$ cat config.mk
export PLATFORM = sky130hd
export DESIGN_NAME = ll1_simple_grammar_parser
export DESIGN_NICKNAME = d
export VERILOG_FILES = /design/src/design/llp_pkg.sv /design/src/design/llp_rule_table.sv /design/src/design/llp_stack.sv /design/src/design/ll1_simple_grammar_parser.sv
export SDC_FILE = /design/constraint.sdc
export NUM_CORES = 1
export LEC_CHECK = 0
export BUFFER_PORTS_ARGS = -buffer_cell sky130_fd_sc_hd__clkbuf_2
export CAP_MARGIN = 20
export CORE_UTILIZATION = 38
export DETAILED_ROUTE_END_ITERATION = 7
export SLEW_MARGIN = 15
export SYNTH_ARGS = -nofsm -noshare
export SYNTH_HDL_FRONTEND = slang
export SYNTH_SLANG_ARGS = --single-unit
$ cat constraint.sdc
create_clock -name clk -period 7.4 [get_ports clk]
set_input_delay 0.74 -clock clk [delete_from_list [all_inputs] [get_ports clk]]
set_output_delay 0.74 -clock clk [all_outputs]
set_load 0.01 [all_outputs]
$ cat src/design/llp_pkg.sv
// ----------------------------------------------------------------------------
// llp_pkg: shared definitions for the LL(1) grammar parser
// Sizes, character codes, status codes, register indexes and the structs
// that pass between the rule table, the stack unit and the top level.
// ----------------------------------------------------------------------------
package llp_pkg;

    localparam int STACK_DEPTH = 16;
    localparam int NUM_RULES   = 4;
    localparam int MAX_RHS     = 3;
    localparam int RULE_REGS   = 4;

    localparam int SYM_W      = 8;
    localparam int RULE_W     = 34;
    localparam int LEN_W      = 2;
    localparam int COUNT_W    = $clog2(STACK_DEPTH + 2);
    localparam int PTR_W      = $clog2(STACK_DEPTH);
    localparam int RULE_IDX_W = $clog2(RULE_REGS);
    localparam int CFG_IDX_W  = 3;
    localparam int FIRED_W    = 3;
    localparam int STATUS_W   = 3;

    localparam logic [LEN_W-1:0] LEN_MAX = LEN_W'(MAX_RHS);

    localparam logic [SYM_W-1:0] END_MARK      = 8'd35;  // '#'
    localparam logic [SYM_W-1:0] NT_LOW        = 8'd65;  // 'A'
    localparam logic [SYM_W-1:0] NT_HIGH       = 8'd90;  // 'Z'
    localparam logic [SYM_W-1:0] START_DEFAULT = 8'd83;  // 'S'

    localparam logic [RULE_W-1:0] RULE_ONE_DEFAULT   = 34'd21857875;
    localparam logic [RULE_W-1:0] RULE_TWO_DEFAULT   = 34'd6660918099;
    localparam logic [RULE_W-1:0] RULE_THREE_DEFAULT = 34'd6660918081;
    localparam logic [RULE_W-1:0] RULE_FOUR_DEFAULT  = 34'd102721;

    localparam logic [CFG_IDX_W-1:0] REG_RULE_ONE     = 3'd0;
    localparam logic [CFG_IDX_W-1:0] REG_RULE_TWO     = 3'd1;
    localparam logic [CFG_IDX_W-1:0] REG_RULE_THREE   = 3'd2;
    localparam logic [CFG_IDX_W-1:0] REG_RULE_FOUR    = 3'd3;
    localparam logic [CFG_IDX_W-1:0] REG_START_SYMBOL = 3'd4;

    localparam logic [STATUS_W-1:0] ST_CONSUMED = 3'd0;
    localparam logic [STATUS_W-1:0] ST_ACCEPT   = 3'd1;
    localparam logic [STATUS_W-1:0] ST_REJECT   = 3'd2;
    localparam logic [STATUS_W-1:0] ST_INVALID  = 3'd3;
    localparam logic [STATUS_W-1:0] ST_OVERFLOW = 3'd4;
    localparam logic [STATUS_W-1:0] ST_DECIDED  = 3'd5;

    typedef struct packed {
        logic                  rules_ok;
        logic                  found;
        logic [RULE_IDX_W-1:0] idx;
        logic [LEN_W-1:0]      len;
        logic [SYM_W-1:0]      rhs1;
        logic [SYM_W-1:0]      rhs2;
    } lookup_t;

    typedef struct packed {
        logic [FIRED_W-1:0]  rule_fired;
        logic [STATUS_W-1:0] status;
    } result_t;

endpackage

$ cat src/design/llp_rule_table.sv
// ----------------------------------------------------------------------------
// llp_rule_table: rule registers, rule check and rule lookup
// Holds the packed rules and the start symbol, checks the rule set and
// finds the last rule whose left side and first character match.
// ----------------------------------------------------------------------------
module llp_rule_table
(
    input  logic                            clk,
    input  logic                            rst_n,
    input  logic                            wr_en,
    input  logic [llp_pkg::CFG_IDX_W-1:0]   reg_index,
    input  logic [llp_pkg::RULE_W-1:0]      wr_data,
    input  logic [llp_pkg::SYM_W-1:0]       top_sym,
    input  logic [llp_pkg::SYM_W-1:0]       cur_sym,
    output logic [llp_pkg::SYM_W-1:0]       start_symbol,
    output llp_pkg::lookup_t                lookup
);

    logic [llp_pkg::RULE_W-1:0] rule_reg [llp_pkg::RULE_REGS];
    logic [llp_pkg::SYM_W-1:0]  start_reg;

    logic [llp_pkg::SYM_W-1:0]  lhs  [llp_pkg::RULE_REGS];
    logic [llp_pkg::LEN_W-1:0]  len  [llp_pkg::RULE_REGS];
    logic [llp_pkg::SYM_W-1:0]  ch0  [llp_pkg::RULE_REGS];
    logic [llp_pkg::SYM_W-1:0]  ch1  [llp_pkg::RULE_REGS];
    logic [llp_pkg::SYM_W-1:0]  ch2  [llp_pkg::RULE_REGS];
    logic                       used [llp_pkg::RULE_REGS];

    logic                            rules_ok;
    logic                            found;
    logic [llp_pkg::RULE_IDX_W-1:0]  found_idx;

    always_ff @(posedge clk or negedge rst_n)
    begin
        if (!rst_n)
        begin
            rule_reg[0] <= llp_pkg::RULE_ONE_DEFAULT;
            rule_reg[1] <= llp_pkg::RULE_TWO_DEFAULT;
            rule_reg[2] <= llp_pkg::RULE_THREE_DEFAULT;
            rule_reg[3] <= llp_pkg::RULE_FOUR_DEFAULT;
            start_reg   <= llp_pkg::START_DEFAULT;
        end
        else if (wr_en)
        begin
            case (reg_index)
                llp_pkg::REG_RULE_ONE:     rule_reg[0] <= wr_data;
                llp_pkg::REG_RULE_TWO:     rule_reg[1] <= wr_data;
                llp_pkg::REG_RULE_THREE:   rule_reg[2] <= wr_data;
                llp_pkg::REG_RULE_FOUR:    rule_reg[3] <= wr_data;
                llp_pkg::REG_START_SYMBOL: start_reg   <= wr_data[llp_pkg::SYM_W-1:0];
                default:
                begin
                end
            endcase
        end
    end

    always_comb
    begin
        for (int r = 0; r < llp_pkg::RULE_REGS; r++)
        begin
            lhs[r] = rule_reg[r][7:0];
            len[r] = (rule_reg[r][9:8] > llp_pkg::LEN_MAX) ? llp_pkg::LEN_MAX
                                                             : rule_reg[r][9:8];
            ch0[r] = rule_reg[r][17:10];
            ch1[r] = rule_reg[r][25:18];
            ch2[r] = rule_reg[r][33:26];
            used[r] = (r < llp_pkg::NUM_RULES) && (lhs[r] != '0) && (len[r] != '0);
        end
    end

    // A used rule must start with a terminal, and two used rules with the
    // same left side must not share a first character.
    always_comb
    begin
        rules_ok = 1'b1;
        for (int i = 0; i < llp_pkg::RULE_REGS; i++)
        begin
            if (used[i])
            begin
                if (ch0[i] >= llp_pkg::NT_LOW && ch0[i] <= llp_pkg::NT_HIGH)
                    rules_ok = 1'b0;
                for (int j = i + 1; j < llp_pkg::RULE_REGS; j++)
                begin
                    if (used[j] && lhs[j] == lhs[i] && ch0[j] == ch0[i])
                        rules_ok = 1'b0;
                end
            end
        end
    end

    // The highest numbered matching rule wins.
    always_comb
    begin
        found     = 1'b0;
        found_idx = '0;
        for (int r = 0; r < llp_pkg::RULE_REGS; r++)
        begin
            if (used[r] && lhs[r] == top_sym && ch0[r] == cur_sym)
            begin
                found     = 1'b1;
                found_idx = llp_pkg::RULE_IDX_W'(r);
            end
        end
    end

    assign start_symbol    = start_reg;
    assign lookup.rules_ok = rules_ok;
    assign lookup.found    = found;
    assign lookup.idx      = found_idx;
    assign lookup.len      = len[found_idx];
    assign lookup.rhs1     = ch1[found_idx];
    assign lookup.rhs2     = ch2[found_idx];

endmodule

$ cat src/design/llp_stack.sv
// ----------------------------------------------------------------------------
// llp_stack: symbol stack, stack count and word verdict
// Works out one parse step from the top of stack and the rule lookup, and
// commits the new stack, count and verdict when the step is taken.
// ----------------------------------------------------------------------------
module llp_stack
(
    input  logic                        clk,
    input  logic                        rst_n,
    input  logic                        step,
    input  logic                        word_start,
    input  logic [llp_pkg::SYM_W-1:0]   cur_sym,
    input  logic [llp_pkg::SYM_W-1:0]   start_symbol,
    input  llp_pkg::lookup_t            lookup,
    output logic [llp_pkg::SYM_W-1:0]   top_sym,
    output llp_pkg::result_t            result
);

    logic [llp_pkg::SYM_W-1:0]    stack_reg  [llp_pkg::STACK_DEPTH];
    logic [llp_pkg::SYM_W-1:0]    stack_eff  [llp_pkg::STACK_DEPTH];
    logic [llp_pkg::SYM_W-1:0]    stack_next [llp_pkg::STACK_DEPTH];
    logic [llp_pkg::COUNT_W-1:0]  count_reg, count_eff, count_next;
    logic [llp_pkg::STATUS_W-1:0] verdict_reg, verdict_eff, verdict_next;

    logic [llp_pkg::COUNT_W-1:0]  top_pos;
    logic [llp_pkg::COUNT_W:0]    need;
    logic                         is_end;
    logic                         w0, w1, w2;
    logic [llp_pkg::SYM_W-1:0]    v0, v1;
    logic [llp_pkg::COUNT_W-1:0]  p1, p2;

    // A new word starts from the start symbol over the end marker.
    always_comb
    begin
        for (int i = 0; i < llp_pkg::STACK_DEPTH; i++)
            stack_eff[i] = stack_reg[i];
        if (word_start)
        begin
            stack_eff[0] = llp_pkg::END_MARK;
            stack_eff[1] = start_symbol;
        end
        count_eff   = word_start ? llp_pkg::COUNT_W'(2) : count_reg;
        verdict_eff = word_start ? llp_pkg::ST_CONSUMED : verdict_reg;
    end

    assign top_pos = count_eff - llp_pkg::COUNT_W'(1);
    assign top_sym = stack_eff[top_pos[llp_pkg::PTR_W-1:0]];
    assign is_end  = (cur_sym == llp_pkg::END_MARK);
    assign need    = {1'b0, top_pos} + (llp_pkg::COUNT_W+1)'(lookup.len);
    assign p1      = count_eff;
    assign p2      = count_eff + llp_pkg::COUNT_W'(1);

    // The top is replaced by rhs[len-1] .. rhs[1]; rhs[0] matches the
    // character. An end marker goes on top when the rule starts with '#'.
    always_comb
    begin
        w0 = 1'b0;
        w1 = 1'b0;
        w2 = 1'b0;
        v0 = llp_pkg::END_MARK;
        v1 = llp_pkg::END_MARK;
        case (lookup.len)
            2'd3:
            begin
                w0 = 1'b1;
                v0 = lookup.rhs2;
                w1 = 1'b1;
                v1 = lookup.rhs1;
                w2 = is_end;
            end
            2'd2:
            begin
                w0 = 1'b1;
                v0 = lookup.rhs1;
                w1 = is_end;
            end
            default:
            begin
                w0 = is_end;
            end
        endcase
    end

    always_comb
    begin
        for (int i = 0; i < llp_pkg::STACK_DEPTH; i++)
            stack_next[i] = stack_eff[i];
        count_next        = count_eff;
        verdict_next      = verdict_eff;
        result.rule_fired = '0;
        result.status     = llp_pkg::ST_CONSUMED;

        if (!lookup.rules_ok)
        begin
            result.status = llp_pkg::ST_INVALID;
        end
        else if (verdict_eff != llp_pkg::ST_CONSUMED)
        begin
            result.status = llp_pkg::ST_DECIDED;
        end
        else if (count_eff == '0)
        begin
            verdict_next  = llp_pkg::ST_REJECT;
            result.status = llp_pkg::ST_REJECT;
        end
        else if (is_end && top_sym == llp_pkg::END_MARK)
        begin
            verdict_next  = llp_pkg::ST_ACCEPT;
            result.status = llp_pkg::ST_ACCEPT;
        end
        else if (cur_sym == top_sym)
        begin
            count_next = top_pos;
        end
        else if (!lookup.found)
        begin
            verdict_next  = llp_pkg::ST_REJECT;
            result.status = llp_pkg::ST_REJECT;
        end
        else if (need > (llp_pkg::COUNT_W+1)'(llp_pkg::STACK_DEPTH))
        begin
            verdict_next  = llp_pkg::ST_OVERFLOW;
            result.status = llp_pkg::ST_OVERFLOW;
        end
        else
        begin
            result.rule_fired = llp_pkg::FIRED_W'(lookup.idx) + llp_pkg::FIRED_W'(1);
            // Positions past the top of the array never match an entry.
            for (int i = 0; i < llp_pkg::STACK_DEPTH; i++)
            begin
                if (w0 && top_pos == llp_pkg::COUNT_W'(i))
                    stack_next[i] = v0;
                if (w1 && p1 == llp_pkg::COUNT_W'(i))
                    stack_next[i] = v1;
                if (w2 && p2 == llp_pkg::COUNT_W'(i))
                    stack_next[i] = llp_pkg::END_MARK;
            end
            count_next = count_eff + llp_pkg::COUNT_W'(lookup.len)
                       - llp_pkg::COUNT_W'(2) + llp_pkg::COUNT_W'(is_end);
            if (is_end)
            begin
                verdict_next  = llp_pkg::ST_ACCEPT;
                result.status = llp_pkg::ST_ACCEPT;
            end
        end
    end

    always_ff @(posedge clk or negedge rst_n)
    begin
        if (!rst_n)
        begin
            for (int i = 2; i < llp_pkg::STACK_DEPTH; i++)
                stack_reg[i] <= '0;
            stack_reg[0] <= llp_pkg::END_MARK;
            stack_reg[1] <= llp_pkg::START_DEFAULT;
            count_reg    <= llp_pkg::COUNT_W'(2);
            verdict_reg  <= llp_pkg::ST_CONSUMED;
        end
        else if (step)
        begin
            for (int i = 0; i < llp_pkg::STACK_DEPTH; i++)
                stack_reg[i] <= stack_next[i];
            count_reg   <= count_next;
            verdict_reg <= verdict_next;
        end
    end

endmodule

$ cat src/design/ll1_simple_grammar_parser.sv
// ----------------------------------------------------------------------------
// ll1_simple_grammar_parser: predictive LL(1) parser, one character a word
// Input register, one parse step, result register; rules set by registers.
// ----------------------------------------------------------------------------
// Each input word carries one character of a sentence; word_start begins a
// new sentence with the start symbol over the end marker '#'. Every input
// word yields one result word with the rule applied and a status code. The
// block takes one word per clock unless the result side stalls; a word is held
// in the input register, its result in the result register. The stack update
// sets the rate: it must finish before the next character sees the top of stack.
// Rule and start symbol registers may be written only while no word is in flight.
module ll1_simple_grammar_parser
(
    input  logic                            clk,
    input  logic                            rst_n,
    input  logic                            wr_en,
    input  logic [llp_pkg::CFG_IDX_W-1:0]   reg_index,
    input  logic [llp_pkg::RULE_W-1:0]      wr_data,
    input  logic                            item_valid,
    output logic                            item_ready,
    input  logic [llp_pkg::SYM_W-1:0]       symbol,
    input  logic                            word_start,
    output logic                            result_valid,
    input  logic                            result_ready,
    output logic [llp_pkg::FIRED_W-1:0]     rule_fired,
    output logic [llp_pkg::STATUS_W-1:0]    status
);

    logic                         hold_valid_reg;
    logic [llp_pkg::SYM_W-1:0]    sym_reg;
    logic                         start_reg;
    logic                         out_valid_reg;
    llp_pkg::result_t             out_reg;

    logic                         advance;
    logic                         item_take;
    logic [llp_pkg::SYM_W-1:0]    top_sym;
    logic [llp_pkg::SYM_W-1:0]    start_symbol;
    llp_pkg::lookup_t             lookup;
    llp_pkg::result_t             step_result;

    // The held word moves on whenever the result register is free or drains.
    assign advance    = hold_valid_reg && (!out_valid_reg || result_ready);
    assign item_ready = !hold_valid_reg || advance;
    assign item_take  = item_valid && item_ready;

    always_ff @(posedge clk or negedge rst_n)
    begin
        if (!rst_n)
        begin
            hold_valid_reg <= 1'b0;
            out_valid_reg  <= 1'b0;
        end
        else
        begin
            if (item_take)
                hold_valid_reg <= 1'b1;
            else if (advance)
                hold_valid_reg <= 1'b0;

            if (advance)
                out_valid_reg <= 1'b1;
            else if (result_ready)
                out_valid_reg <= 1'b0;
        end
    end

    always_ff @(posedge clk)
    begin
        if (item_take)
        begin
            sym_reg   <= symbol;
            start_reg <= word_start;
        end
        if (advance)
            out_reg <= step_result;
    end

    llp_rule_table u_rule_table
    (
        .clk          (clk),
        .rst_n        (rst_n),
        .wr_en        (wr_en),
        .reg_index    (reg_index),
        .wr_data      (wr_data),
        .top_sym      (top_sym),
        .cur_sym      (sym_reg),
        .start_symbol (start_symbol),
        .lookup       (lookup)
    );

    llp_stack u_stack
    (
        .clk          (clk),
        .rst_n        (rst_n),
        .step         (advance),
        .word_start   (start_reg),
        .cur_sym      (sym_reg),
        .start_symbol (start_symbol),
        .lookup       (lookup),
        .top_sym      (top_sym),
        .result       (step_result)
    );

    assign result_valid = out_valid_reg;
    assign rule_fired   = out_reg.rule_fired;
    assign status       = out_reg.status;

endmodule

# Yosys cells after proc, flatten, opt, wreduce, memory -nomap -nowiden
# Cells that the tools add are included.
# Widths: inputs -> output; s select.
[totals]
word_cells = 395
out_inout_bits = 8
reg_bits = 297
[classes]
reduce_logical = 134
n_lt_le_gt_ge = 15
muxes = 126
bitwise = 9
add_sub_neg = 7
n_eq_ne = 74
[ops]
columns = ["op", "count"]
rows = [
  ["$mux 128", 7],
  ["$mux 8", 55],
  ["$eq 8x8->1", 21],
  ["$reduce_and 9->1", 14],
  ["$eq 5x4->1 const B", 24],
  ["$logic_and 1x1->1", 79],
  ["$eq 5x3->1 const B", 12],
  ["$mux 3", 15],
  ["$reduce_bool 3->1", 15],
  ["$mux 5", 8],
  ["$bmux 8 s2", 2],
  ["$bmux 8 s4", 1],
  ["$ge 8x7->1 const B", 4],
  ["$le 8x7->1 const B", 4],
  ["$reduce_bool 8->1", 4],
  ["$eq 5x2->1 const B", 6],
  ["$mux 1", 26],
  ["$eq 8x6->1 const B", 2],
  ["$mux 16", 1],
  ["$mux 2", 8],
  ["$pmux 8 s2", 1],
  ["$eq 5x1->1 const B", 3],
  ["$logic_not 5->1", 3],
  ["$reduce_bool 2->1", 6],
  ["26 further kinds", 44],
]

# Longest topological paths before layout
# Gate-level depths: netlist of run 1.
[logic_depth]
ltp_word = 30
mapped_depth = 29
mapped_depth_nobuf = 23

# By module
# A second synthesis of run 1 with hierarchy kept.
[hier_totals]
cells_unflattened = 1999
hier_area_um2 = 18946.9
[modules_own_cells]
columns = ["module", "cells_each", "n_inst", "area_each_um2"]
rows = [
  ["llp_stack", 1147, 1, 9883.2],
  ["llp_rule_table", 829, 1, 8509.4],
  ["ll1_simple_grammar_parser", 23, 1, 554.3],
]

# Worst setup path before layout of run 1
# OpenSTA, ideal clock, no wires.
[synth_path]
kind = "register to register"
start = "reg u_stack.count_reg[1] (netlist bit)"
end = "reg u_stack.stack_reg[119] (netlist bit)"
required_time_ps = 7330
t_arrival_ps = 6707
setup_slack_ps = 623
stages_incl_launch_ff = 27
cell_sequence = "dfstp_2 buf_6 or2_2 buf_2 o22ai_1 o311a_1 nor3_1 xor2_1 or4_4 or3_1 buf_2 a31oi_2 a21oi_2 inv_2 buf_2 ha_1 fa_1 nor4_1 nor2_1 o221ai_1 nand2_1 or3_1 a31oi_4 clkbuf_1 a21boi_0 o2111ai_1 nand3_1"
[synth_via]
elab_chain_cells = 30
[synth_rtl]
columns = ["item", "line_no", "text"]
rows = [
  ["from (decl)", "llp_stack.sv:22", "logic [llp_pkg::COUNT_W-1:0] count_reg, count_eff, count_next;"],
  ["from (signal assigned)", "llp_stack.sv:156", "count_reg <= llp_pkg::COUNT_W'(2);"],
  ["from (signal assigned)", "llp_stack.sv:163", "count_reg <= count_next;"],
  ["$mux 5 *", "llp_stack.sv:42", "count_eff = word_start ? llp_pkg::COUNT_W'(2) : count_reg;"],
  ["parallel branches: the longest is 26 deep, another holds $sub 5x1->5", "--", ""],
  ["$mux 128 *", "llp_stack.sv:101", "else if (count_eff == '0)"],
  ["$mux 128 *", "llp_stack.sv:97", "else if (verdict_eff != llp_pkg::ST_CONSUMED)"],
  ["$mux 128 *", "llp_stack.sv:93", "if (!lookup.rules_ok)"],
  ["to (signal, indexed assignment)", "llp_stack.sv:162", "stack_reg[i] <= stack_next[i];"],
  ["to (decl)", "llp_stack.sv:19", "logic [llp_pkg::SYM_W-1:0] stack_reg [llp_pkg::STACK_DEPTH];"],
]
# Every way passes the cells marked *. The select of a mux whose other input is x is not followed.
# A chain may end at the register's enable or synchronous reset.

# Worst setup path in the final report of run 1
# Ends and elaborated chain as after synthesis.

==> results of run 1 <==
power by group:
group	internal [W]	switching [W]	leakage [nW]
combinational	0.000929	0.00133	4.36
sequential	0.00190	0.000395	3.61
clock	0.00116	0.000751	0.632
metrics by stage:
step / power (W) / cell area, µm² / setup slack, ps / instances / hold slack (ps)
3_5_place_dp: 0.004507 / 20430 / 457.2 / 2567 / 460.1
3_3_place_gp: 0.004472 / 20400 / 542.5 / 2566 / 456.0
6_report: 0.006466 / 21740 / 312.1 / 2633 / 234.2
2_1_floorplan: 0.003737 / 19280 / 623.2 / 1920 / 434.1
5_1_grt: 0.006751 / 21740 / 29.31 / 2633 / 310.3
4_1_cts: 0.006434 / 21700 / 385.7 / 2632 / 272.2
worst register-to-register path, stage by stage, from the launching register on:
cell and delay (ps):
sky130_fd_sc_hd__dfstp_2 780, sky130_fd_sc_hd__buf_4 290, sky130_fd_sc_hd__mux4_2 330, sky130_fd_sc_hd__mux2_2 280, sky130_fd_sc_hd__o22ai_1 260, sky130_fd_sc_hd__nor4_1 110
sky130_fd_sc_hd__or4b_1 540, sky130_fd_sc_hd__or4_1 650, sky130_fd_sc_hd__o21ai_1 220, sky130_fd_sc_hd__a31oi_2 150, sky130_fd_sc_hd__a21oi_2 220, sky130_fd_sc_hd__inv_2 60
sky130_fd_sc_hd__ha_1 230, sky130_fd_sc_hd__fa_1 520, sky130_fd_sc_hd__nor4_1 290, sky130_fd_sc_hd__nor2_1 60, sky130_fd_sc_hd__o221ai_1 280, sky130_fd_sc_hd__nand2_1 170
sky130_fd_sc_hd__or3_1 380, sky130_fd_sc_hd__a31oi_4 190, sky130_fd_sc_hd__buf_12 230, sky130_fd_sc_hd__a21boi_0 470, sky130_fd_sc_hd__o2111ai_1 200, sky130_fd_sc_hd__nand3_1 120
synthesized netlist by cell type (all sizes together), types with 10 or more instances:
cell type  instances
nor4              64
nor2b             30
nand2            153
a22o              12
ha                12
dfrtp            224
mux4              15
nand2b            16
nand3             40
and3              14
mux2i            107
or3               11
o211ai            15
mux2             166
dfstp             58
o22ai             32
o2bb2ai           16
xnor2             93
nor3              43
a31oi             13
clkbuf           108
o21a              10
inv               43
xor2              81
a211o             10
a22oi             10
o21ai             94
nand4             27
and2              21
or2               14
nor2              85
o31ai             16
edfxtp            15
a21oi             76
buf               53
layout make-up:
type,instances,area share [%]
clock buffers,51,4.967
clock inverters,14,0.8864
inverters,43,0.7540
multi-input cells,1419,50.27
flip-flops and latches,297,34.88
well taps,672,3.868
repair buffers,137,4.375
logic make-up (layout without fill, tap and decap cells):
family          after synthesis  count (layout)
simple gates                551             551
buf+inv                     204             245
fa+ha+maj                    14              14
compound gates              392             392
xor+xnor                    174             174
mux                         288             288
flops                       297             297
routing by layer:
metal / GRT usage [%] / vias to the layer above / part of all wire, %
met5: 0 / - / 0
met4: 8.682 / 0 / 3.1
met3: 4.504 / 145 / 7.2
met2: 41.37 / 703 / 45
met1: 37.72 / 8150 / 45
li1: - / 7018 / -
path summary, 6_finish.rpt:
| kind | startpoint | end | slack (ps) | cells past startpoint |
|---|---|---|---|---|
| max | u_stack.count_reg[1] | u_stack.stack_reg[119] | 310 | 23 |
| min in group clk | symbol[5] | sym_reg[5] | 350 | 1 |
| max reg2reg | u_stack.count_reg[1] | u_stack.stack_reg[119] | 310 | 23 |
| min | rst_n | result_valid | 230 | 1 |
| min reg2reg | u_stack.stack_eff[39] | u_stack.stack_eff[39] | 480 | 2 |
| max in group asynchronous | rst_n | u_rule_table.ch1[15] | 5570 | 2 |
timing repair:
action | CTS | global route
buffers inserted | 0 | 1
gates resized for setup | 0 | 2
setup endpoints to repair | 0 | 16
==> results by group, run 1 <==
Status
  • Status: completed

Route
  • Mean routed wirelength per cell: 25.75 µm
  • Vias: 16.02k
  • Avg Vias per Cell: 6.083
  • Remaining antenna violation count: 0
  • DRC violation total after the first TritonRoute iteration: 1666
  • DRC errors left: 0
  • Detailed Route WL: 67.81 mm
  • Length of the first detailed-routing pass in iterations: 6

Yosys
  • Count of distinct cell types in the synthesized netlist: 105
  • #FFs+latches synth: 297
  • Synth top area share: 29.08%
  • Synthesis Warnings: 0
  • Basic-gate share of the synthesized area counting and, or, nand and nor cells: 15.47%
  • Post-Synth Adder-Cell Area: 0.9865%
  • Synth Area in Compound Gates: 14.69%
  • Register area share after synthesis: 39.32%
  • Share of synthesized flip-flops with an asynchronous set or reset: 94.95%
  • Biggest area contributors in the synthesized netlist: sky130_fd_sc_hd__dfrtp_1 29%, sky130_fd_sc_hd__mux2_2 9.6%, sky130_fd_sc_hd__dfstp_2 7.9%
  • Post-synthesis average cell area: 10.04 µm²
  • Syn_nets: 1985
  • Proportion of synthesized area in mux cells: 17.02%
  • Post-Synth XOR/XNOR Area: 7.905%
  • Cell area after synthesis: 19280 µm²
  • Number of cells produced by synthesis: 1920
  • Number of synthesized flops with an enable pin: 15
  • Largest family of logic cells by synthesized area: multiplexers
  • Dominant cell type by area after synthesis: sky130_fd_sc_hd__dfrtp_1
  • Main flop type after synthesis: sky130_fd_sc_hd__dfrtp_1

STA
  • Unrepaired setup endpoints after global routing: no
  • Part of the cycle the worst path needs: 95.78%
  • # setup viols final: 0
  • Relative slew margins: 25.33%
  • Minimum clock period: 7088 ps
  • Setup clock skew after layout: 36.42 ps
  • Final max-slew violation count: 0
  • Post-route setup TNS: 0 ps
  • Fmax achieved: 0.1411 GHz
  • Hold violation count in the final report: 0
  • Tightest Pin Transition: 1120 ps

Setup path
  • Critical path type: reg -> reg
  • Crit. End Element: flip-flop
  • Most frequent cell on the critical path: sky130_fd_sc_hd__nor4_1
  • Stage delay of the slowest cell on the critical path: 780 ps
  • Arr. time, crit path: 7570 ps
  • Number of buffer and inverter stages on the critical path: 3
  • CP startpoint kind: flip-flop
  • Sequence of cells on the critical path: buf_4, mux4_2, mux2_2, o22ai_1, nor4_1, or4b_1, or4_1, o21ai_1, a31oi_2, a21oi_2, inv_2, ha_1, fa_1, nor4_1, nor2_1, o221ai_1, nand2_1, or3_1, a31oi_4, buf_12, a21boi_0, o2111ai_1, nand3_1
  • Worst EP required: 7880 ps
  • Gate family responsible for the most delay along the worst path: simple AND/OR/NAND/NOR gates
  • Biggest fanout along the worst timing path: 19
  • Critical Path Slowest Stage Cell: sky130_fd_sc_hd__dfstp_2

GRT
  • Initial antenna violation count: 0
  • GRT Overall Usage: 26.70%
  • Via count of the first global-routing pass: 15.99k
  • Pin count of the biggest net entering global routing: 176
  • Total global routing overflow: 0
  • Wire length of the first global-routing pass: 103.2 mm

Floorplan
  • Top-level I/O count: 59
  • Initial standard-cell utilization of the core: 38.50%
  • Total die area: 51640 µm²
  • Die Height: 227.2 µm
  • Horizontal extent of the die: 227.2 µm
  • Core Region: 50070 µm²
  • Number of core rows: 82

Power
  • Power Dens Cells: 297.5 nW/µm²
  • Leakage power total: 8.598 nW
  • Maximum vdd drop: 0.1997 mV

Layout
  • Highest-count cells in the layout ignoring fill and taps: 223 x sky130_fd_sc_hd__dfrtp_1, 164 x sky130_fd_sc_hd__mux2_2, 153 x sky130_fd_sc_hd__nand2_1
  • Sequential cell area in the final layout: 7581 µm²
  • Nets: 1999
  • Multi-input logic area: 10930 µm²
  • Post-layout utilization of the core: 43.42%
  • Filler cell count: 4903
  • Number of flip-flops under the largest register name: 112
  • Most frequent standard cell in the layout excluding fill and tap cells: sky130_fd_sc_hd__dfrtp_1
  • Proportion of layout cells with a drive suffix above 1: 26.72%
  • # diodes: 0
  • Area delta synth->final: 12.75%

Placed design
  • RePlAce Congestion: 1.006
  • Post-detailed-placement half-perimeter wirelength: 48.56 mm
  • Port buffer count: 58

Worst hold path
  • Hold crit path type: in -> async

CTS
  • CTS Buffer Depth: 3
  • Clock Root Buffer: sky130_fd_sc_hd__clkbuf_16
  • # clock sinks: 297
  • H-tree depth: 2
  • Clock tree from TritonCTS: built
  • Worst-path clk slew: 60 ps
  • Number of buffers added to fix hold violations after cts: 0
  • Total clock buffers created by CTS: 36
  • Clock Latency Late Sink: 570 ps

Flow run
  • Maxcap violations: 0
(Power assumes the default switching activity.)
==> run 2, diff against run 1 <==
--- a/config.mk
+++ b/config.mk
@@ -5,10 +5,14 @@
 export SDC_FILE = /design/constraint.sdc
 export NUM_CORES = 1
 export LEC_CHECK = 0
+export ABC_AREA = 1
 export BUFFER_PORTS_ARGS = -buffer_cell sky130_fd_sc_hd__clkbuf_2
 export CAP_MARGIN = 20
+export CELL_PAD_IN_SITES_DETAIL_PLACEMENT = 1
+export CELL_PAD_IN_SITES_GLOBAL_PLACEMENT = 1
 export CORE_UTILIZATION = 38
 export DETAILED_ROUTE_END_ITERATION = 7
+export PLACE_DENSITY_LB_ADDON = 0.1
 export SLEW_MARGIN = 15
 export SYNTH_ARGS = -nofsm -noshare
 export SYNTH_HDL_FRONTEND = slang
==> results by group, run 2 <==
Layout
  • Nets: 2968
  • Filler cell count: 6634
  • Area delta synth->final: 11.36%
  • Number of flip-flops under the largest register name: 112
  • Filler-free cell count of the finished design: 3612
  • Most frequent standard cell in the layout excluding fill and tap cells: sky130_fd_sc_hd__nand2_1
  • Highest-count cells in the layout ignoring fill and taps: 904 x sky130_fd_sc_hd__nand2_1, 272 x sky130_fd_sc_hd__nor2_1, 271 x sky130_fd_sc_hd__inv_1
  • Proportion of layout cells with a drive suffix above 1: 11.39%
  • # diodes: 0

Setup path
  • Critical Path Slowest Stage Cell: sky130_fd_sc_hd__dfstp_2
  • Logic depth of the worst register-to-register path: 34
  • Critical path type: reg -> reg
  • Crit. End Element: flip-flop
  • CP startpoint kind: flip-flop
  • Start of the worst register-to-register path: u_stack.count_reg[1]
  • Stage delay of the slowest cell on the critical path: 920 ps
  • Gate family responsible for the most delay along the worst path: simple AND/OR/NAND/NOR gates
  • Reg-to-reg setup timing slack: 380 ps
  • Arr. time, crit path: 7510 ps
  • Terminus of the critical flop-to-flop path: u_stack.stack_eff[107]
  • Biggest fanout along the worst timing path: 16
  • Number of buffer and inverter stages on the critical path: 7
  • Worst EP required: 7890 ps
  • Most frequent cell on the critical path: sky130_fd_sc_hd__nand2_1

Yosys
  • Post-synthesis average cell area: 6.794 µm²
  • Synthesis Warnings: 0
  • Biggest area contributors in the synthesized netlist: sky130_fd_sc_hd__dfrtp_1 28%, sky130_fd_sc_hd__nand2_1 17%, sky130_fd_sc_hd__dfstp_2 7.7%
  • Post-Synth XOR/XNOR Area: 3.994%
  • Synth Area in Compound Gates: 13.62%
  • Most frequently used cell type in the post-synthesis netlist: sky130_fd_sc_hd__nand2_1
  • Register area share after synthesis: 38.41%
  • Count of distinct cell types in the synthesized netlist: 53
  • Syn_nets: 2970
  • Dominant cell type by area after synthesis: sky130_fd_sc_hd__dfrtp_1
  • Cell area after synthesis: 19740 µm²
  • Number of cells produced by synthesis: 2905
  • Synth top area share: 28.40%
  • Basic-gate share of the synthesized area counting and, or, nand and nor cells: 33.88%
  • Number of synthesized flops with an enable pin: 15
  • Largest family of logic cells by synthesized area: simple AND/OR/NAND/NOR gates
  • Proportion of synthesized area in mux cells: 0%
  • Main flop type after synthesis: sky130_fd_sc_hd__dfrtp_1
  • Post-Synth Adder-Cell Area: 0.9637%
  • #FFs+latches synth: 297
  • Share of synthesized flip-flops with an asynchronous set or reset: 94.95%
  • Top cell types by occurrence after synthesis: 905 x sky130_fd_sc_hd__nand2_1, 272 x sky130_fd_sc_hd__nor2_1, 271 x sky130_fd_sc_hd__inv_1

Power
  • Power Dens Cells: 291.9 nW/µm²
  • Maximum vdd drop: 0.2188 mV
  • Leakage power total: 10.91 nW

STA
  • Minimum clock period: 7020 ps
  • Hold violation count in the final report: 0
  • Unrepaired setup endpoints after global routing: no
  • Relative slew margins: 34.08%
  • Setup clock skew after layout: 12.33 ps
  • Fmax achieved: 0.1424 GHz
  • Part of the cycle the worst path needs: 94.87%
  • Final max-slew violation count: 0
  • Post-route setup TNS: 0 ps
  • # setup viols final: 0
  • Tightest Pin Transition: 988.8 ps

Worst hold path
  • Hold crit path type: in -> async

Route
  • Vias: 20.28k
  • Remaining antenna violation count: 0
  • Length of the first detailed-routing pass in iterations: 5
  • DRC errors left: 0
  • Mean routed wirelength per cell: 23.90 µm
  • Avg Vias per Cell: 5.615
  • Detailed Route WL: 86.33 mm
  • DRC violation total after the first TritonRoute iteration: 1510

Placed design
  • Count of placed standard cells including taps: 3543
  • RePlAce Congestion: 1.022
  • Port buffer count: 58
  • Post-detailed-placement half-perimeter wirelength: 63.59 mm

GRT
  • GR Layer Usage met2: 52.26%
  • Total global routing overflow: 0
  • Pin count of the biggest net entering global routing: 153
  • Via count of the first global-routing pass: 20.71k
  • GRT Max-Usage Layer: met2
  • GRT Overall Usage: 32.73%
  • Met1 usage in global routing: 42.72%
  • GR Util met3: 3.919%
  • Wire length of the first global-routing pass: 130.6 mm
  • Initial antenna violation count: 1

Floorplan
  • Die Height: 229.9 µm
  • Number of core rows: 83
  • Total die area: 52850 µm²
  • Core Region: 51300 µm²
  • Initial standard-cell utilization of the core: 38.47%
  • Top-level I/O count: 59
  • Horizontal extent of the die: 229.9 µm

CTS
  • # clock sinks: 297
  • Clock Root Buffer: sky130_fd_sc_hd__clkbuf_16
  • Setup fix buffers added after clock tree synthesis: 0
  • H-tree depth: 2
  • Worst-path clk slew: 60 ps
  • Total clock buffers created by CTS: 38
  • Post-CTS resize count: 0
  • Clock tree from TritonCTS: built
  • Number of buffers added to fix hold violations after cts: 0
  • Clock Latency Late Sink: 580 ps
  • CTS Buffer Depth: 3

Status
  • Status: completed

Flow run
  • Maxcap violations: 0
-- run 2: how the worst max path moves through the flow --
| stage | startpoint | end | slack, ps | cells past startpoint |
|---|---|---|---|---|
| 5_1_grt | u_stack.count_reg[1] | u_stack.stack_eff[111] | 10 | 35 |
| 4_1_cts | u_stack.count_reg[1] | u_stack.stack_eff[107] | 500 | 32 |
| 2_1_floorplan | u_stack.count_reg[1] | u_stack.stack_eff[35] | 2290 | 34 |
| 3_5_place_dp | u_stack.count_reg[1] | u_stack.stack_eff[111] | 530 | 31 |
| 6_report | u_stack.count_reg[1] | u_stack.stack_eff[107] | 380 | 34 |
| 3_3_place_gp | u_stack.count_reg[1] | u_stack.stack_eff[32] | 660 | 32 |
-- run 2: final cells by class --
type                            instances  area [µm²]  share of cell area (%)
Timing Repair Buffer                  113       750.7                   3.416
Multi-Input combinational cell       2149       10360                   47.16
Sequential cell                       297        7580                   34.49
Clock buffer                           51        1070                   4.868
Tap cell                              680       850.8                   3.871
Clock inverter                         18       215.2                  0.9792
Inverter                              304        1146                   5.215
-- run 2: cells by family after synthesis --
family	count (synthesis)
adder cells (fa/ha/maj)	14
AO/OA/AOI/OAI	499
AND/OR/NAND/NOR	1546
XOR/XNOR	90
flip-flops	297
buffers and inverters	459
-- run 2: layer usage --
metal	wire [µm]	vias up	part of all wire (%)
met5	13	-	0.015
met4	5463	2	6.3
met3	4421	246	5.1
met2	39170	688	45
met1	37260	9987	43
li1	-	9357	-
-- run 2: report_power, final --
group / switching [W] / total (W) / internal (W)
clock: 0.000780 / 0.00194 / 0.00116
sequential: 0.000302 / 0.00220 / 0.00190
combinational: 0.00160 / 0.00227 / 0.000678
-- run 2: per-stage QoR --
stage,instance area (µm²),total power [W],hold WS (ps),worst slack (ps),utilization (%)
after CTS,21980,0.006418,138.1,502.5,42.84
after global placement,20690,0.004399,457.3,658.8,40.33
after floorplan,19740,0.003576,440.2,2287,-
final,21980,0.006415,131.0,379.6,42.84
after detailed placement,20690,0.004447,461.7,530.0,40.33
after global routing,21980,0.006748,171.1,12.89,42.84
==> run 3, diff against run 2 <==
--- a/config.mk
+++ b/config.mk
@@ -5,7 +5,7 @@
 export SDC_FILE = /design/constraint.sdc
 export NUM_CORES = 1
 export LEC_CHECK = 0
-export ABC_AREA = 1
+export ABC_AREA = 0
 export BUFFER_PORTS_ARGS = -buffer_cell sky130_fd_sc_hd__clkbuf_2
 export CAP_MARGIN = 20
 export CELL_PAD_IN_SITES_DETAIL_PLACEMENT = 1
==> results by group, run 3 (synthesis results as in run 1) <==
Status
  • Status: completed

Floorplan
  • Core Region: 50070 µm²
  • Number of core rows: 82
  • Initial standard-cell utilization of the core: 38.50%
  • Top-level I/O count: 59
  • Total die area: 51640 µm²
  • Die Height: 227.2 µm
  • Horizontal extent of the die: 227.2 µm

Route
  • Length of the first detailed-routing pass in iterations: 5
  • Vias: 15.88k
  • Avg Vias per Cell: 6.003
  • Detailed Route WL: 74.87 mm
  • DRC errors left: 0
  • DRC violation total after the first TritonRoute iteration: 1260
  • Mean routed wirelength per cell: 28.31 µm
  • Remaining antenna violation count: 0

Layout
  • Proportion of layout cells with a drive suffix above 1: 27.22%
  • Nets: 2009
  • # diodes: 0
  • Most frequent standard cell in the layout excluding fill and tap cells: sky130_fd_sc_hd__dfrtp_1
  • Post-layout utilization of the core: 43.56%
  • Multi-input logic area: 10950 µm²
  • Sequential cell area in the final layout: 7587 µm²
  • Highest-count cells in the layout ignoring fill and taps: 223 x sky130_fd_sc_hd__dfrtp_1, 164 x sky130_fd_sc_hd__mux2_2, 153 x sky130_fd_sc_hd__nand2_1
  • Filler cell count: 5605
  • Number of flip-flops under the largest register name: 112
  • Area delta synth->final: 13.13%

CTS
  • Total clock buffers created by CTS: 38
  • Number of buffers added to fix hold violations after cts: 0
  • Worst-path clk slew: 70 ps
  • # clock sinks: 297
  • Clock tree from TritonCTS: built
  • CTS Buffer Depth: 3
  • Clock Root Buffer: sky130_fd_sc_hd__clkbuf_16
  • H-tree depth: 2
  • Clock Latency Late Sink: 590 ps

Power
  • Power Dens Cells: 301.5 nW/µm²
  • Total Power Consumption: 0.006577 W
  • Internal Power: 0.004009 W
  • Flop pwr share: 35.2%
  • Portion of total power attributed to combinational logic: 35.5%
  • Fraction of power spent switching nets: 39.04%
  • Switch Pwr: 0.002567 W
  • Clock group share of total power: 29.3%
  • Leakage power total: 8.634 nW
  • Maximum vdd drop: 0.2227 mV

Placed design
  • Port buffer count: 58
  • RePlAce Congestion: 0.9276
  • Post-detailed-placement half-perimeter wirelength: 53.99 mm

GRT
  • Via count of the first global-routing pass: 16.59k
  • GRT Overall Usage: 29.62%
  • Wire length of the first global-routing pass: 112.3 mm
  • Total global routing overflow: 0
  • Pin count of the biggest net entering global routing: 174
  • Initial antenna violation count: 0

STA
  • Relative slew margins: 18.23%
  • Post-route setup TNS: 0 ps
  • Final max-slew violation count: 0
  • Tightest Pin Transition: 1227 ps
  • Unrepaired setup endpoints after global routing: no
  • Minimum clock period: 7151 ps
  • Fmax achieved: 0.1398 GHz
  • Setup clock skew after layout: 34.28 ps
  • Part of the cycle the worst path needs: 96.63%
  • Hold violation count in the final report: 0
  • # setup viols final: 0

Setup path
  • Critical path type: reg -> reg
  • Start of the worst register-to-register path: u_stack.count_reg[0]
  • Arr. time, crit path: 7640 ps
  • CP startpoint kind: flip-flop
  • Logic depth of the worst register-to-register path: 25
  • Reg-to-reg setup timing slack: 250 ps
  • Worst EP required: 7890 ps
  • Terminus of the critical flop-to-flop path: u_stack.stack_eff[3]
  • Crit. End Element: flip-flop
  • Stage delay of the slowest cell on the critical path: 670 ps
  • Critical Path Slowest Stage Cell: sky130_fd_sc_hd__dfrtp_4
  • Biggest fanout along the worst timing path: 22
  • Gate family responsible for the most delay along the worst path: simple AND/OR/NAND/NOR gates
  • Most frequent cell on the critical path: sky130_fd_sc_hd__buf_4
  • Number of buffer and inverter stages on the critical path: 5

Worst hold path
  • Hold crit path type: in -> async

Flow run
  • Maxcap violations: 0
run 3: cell count changes in the layout (fill, tap and decap cells not counted), sizes merged, moves of 32 or more:
cell | previous run | this run
nor2 | 296 | 85
o21ai | 326 | 94
inv | 301 | 45
nor4 | 17 | 64
xnor2 | 36 | 93
buf | 56 | 88
nand2 | 930 | 153
nand3 | 158 | 40
mux2 | 0 | 166
mux2i | 0 | 107
run 3: worst max path at each step:
stage	from	to	slack (ps)	depth (start not counted)
after CTS	u_stack.count_reg[0]	u_stack.stack_eff[14]	80	21
final	u_stack.count_reg[0]	u_stack.stack_eff[3]	250	25
after floorplan	u_stack.count_reg[1]	u_stack.stack_reg[119]	620	26
after detailed placement	u_stack.count_reg[0]	u_stack.stack_eff[34]	120	21
after global placement	start_reg	u_stack.stack_eff[32]	100	20
after global routing	u_stack.count_reg[0]	u_stack.stack_eff[2]	8	25
run 3: layer usage:
layer | share of wire, % | GRT usage, %
met5 | 0 | 0
met4 | 2.9 | 9.656
met3 | 4.4 | 3.911
met2 | 47 | 47.85
met1 | 46 | 40.90
run 3: cell type report:
cell class                 count  share of cell area [%]
clock buffer                  53                   4.894
clock inverter                16                  0.9638
inverter                      43                  0.7687
multi-input combinational   1419                   50.19
sequential                   297                   34.79
tap                          672                   3.855
timing repair buffer         145                   4.544
run 3: what timing repair did:
item / in CTS / in global routing
endpoints found under the setup margin: 0 / 87
resized for setup: 0 / 10
setup buffers: 0 / 7
run 3: power groups by stage:
stage	Combinational (W)	Clock, W	Sequential, W
CTS	0.00228	0.00198	0.00230
detailed placement	0.00227	0	0.00233
global placement	0.00224	0	0.00232
global route	0.00249	0.00203	0.00234
finish	0.00233	0.00193	0.00232
floorplan	0.00175	0	0.00199
run 3: worst register-to-register path, delay by kind of cell (launching register included):
kind,cells,cell delay [ps]
and+or+nand+nor,8,2500
AOI/OAI and AO/OA,9,2000
buffers and inverters,5,1010
adders and majority gates,2,770
DFF,1,670
xor gates and xnor gates,1,120
run 3: per-stage QoR:
stage | setup WS [ps] | instance area [µm²] | hold WS [ps] | cells
6_report | 249.4 | 21810 | 249.8 | 2645
5_1_grt | 7.805 | 21810 | 326.9 | 2645
4_1_cts | 76.00 | 21710 | 268.7 | 2638
3_5_place_dp | 120.9 | 20440 | 463.2 | 2569
3_3_place_gp | 99.88 | 20440 | 456.1 | 2569
2_1_floorplan | 623.2 | 19280 | 434.1 | 1920
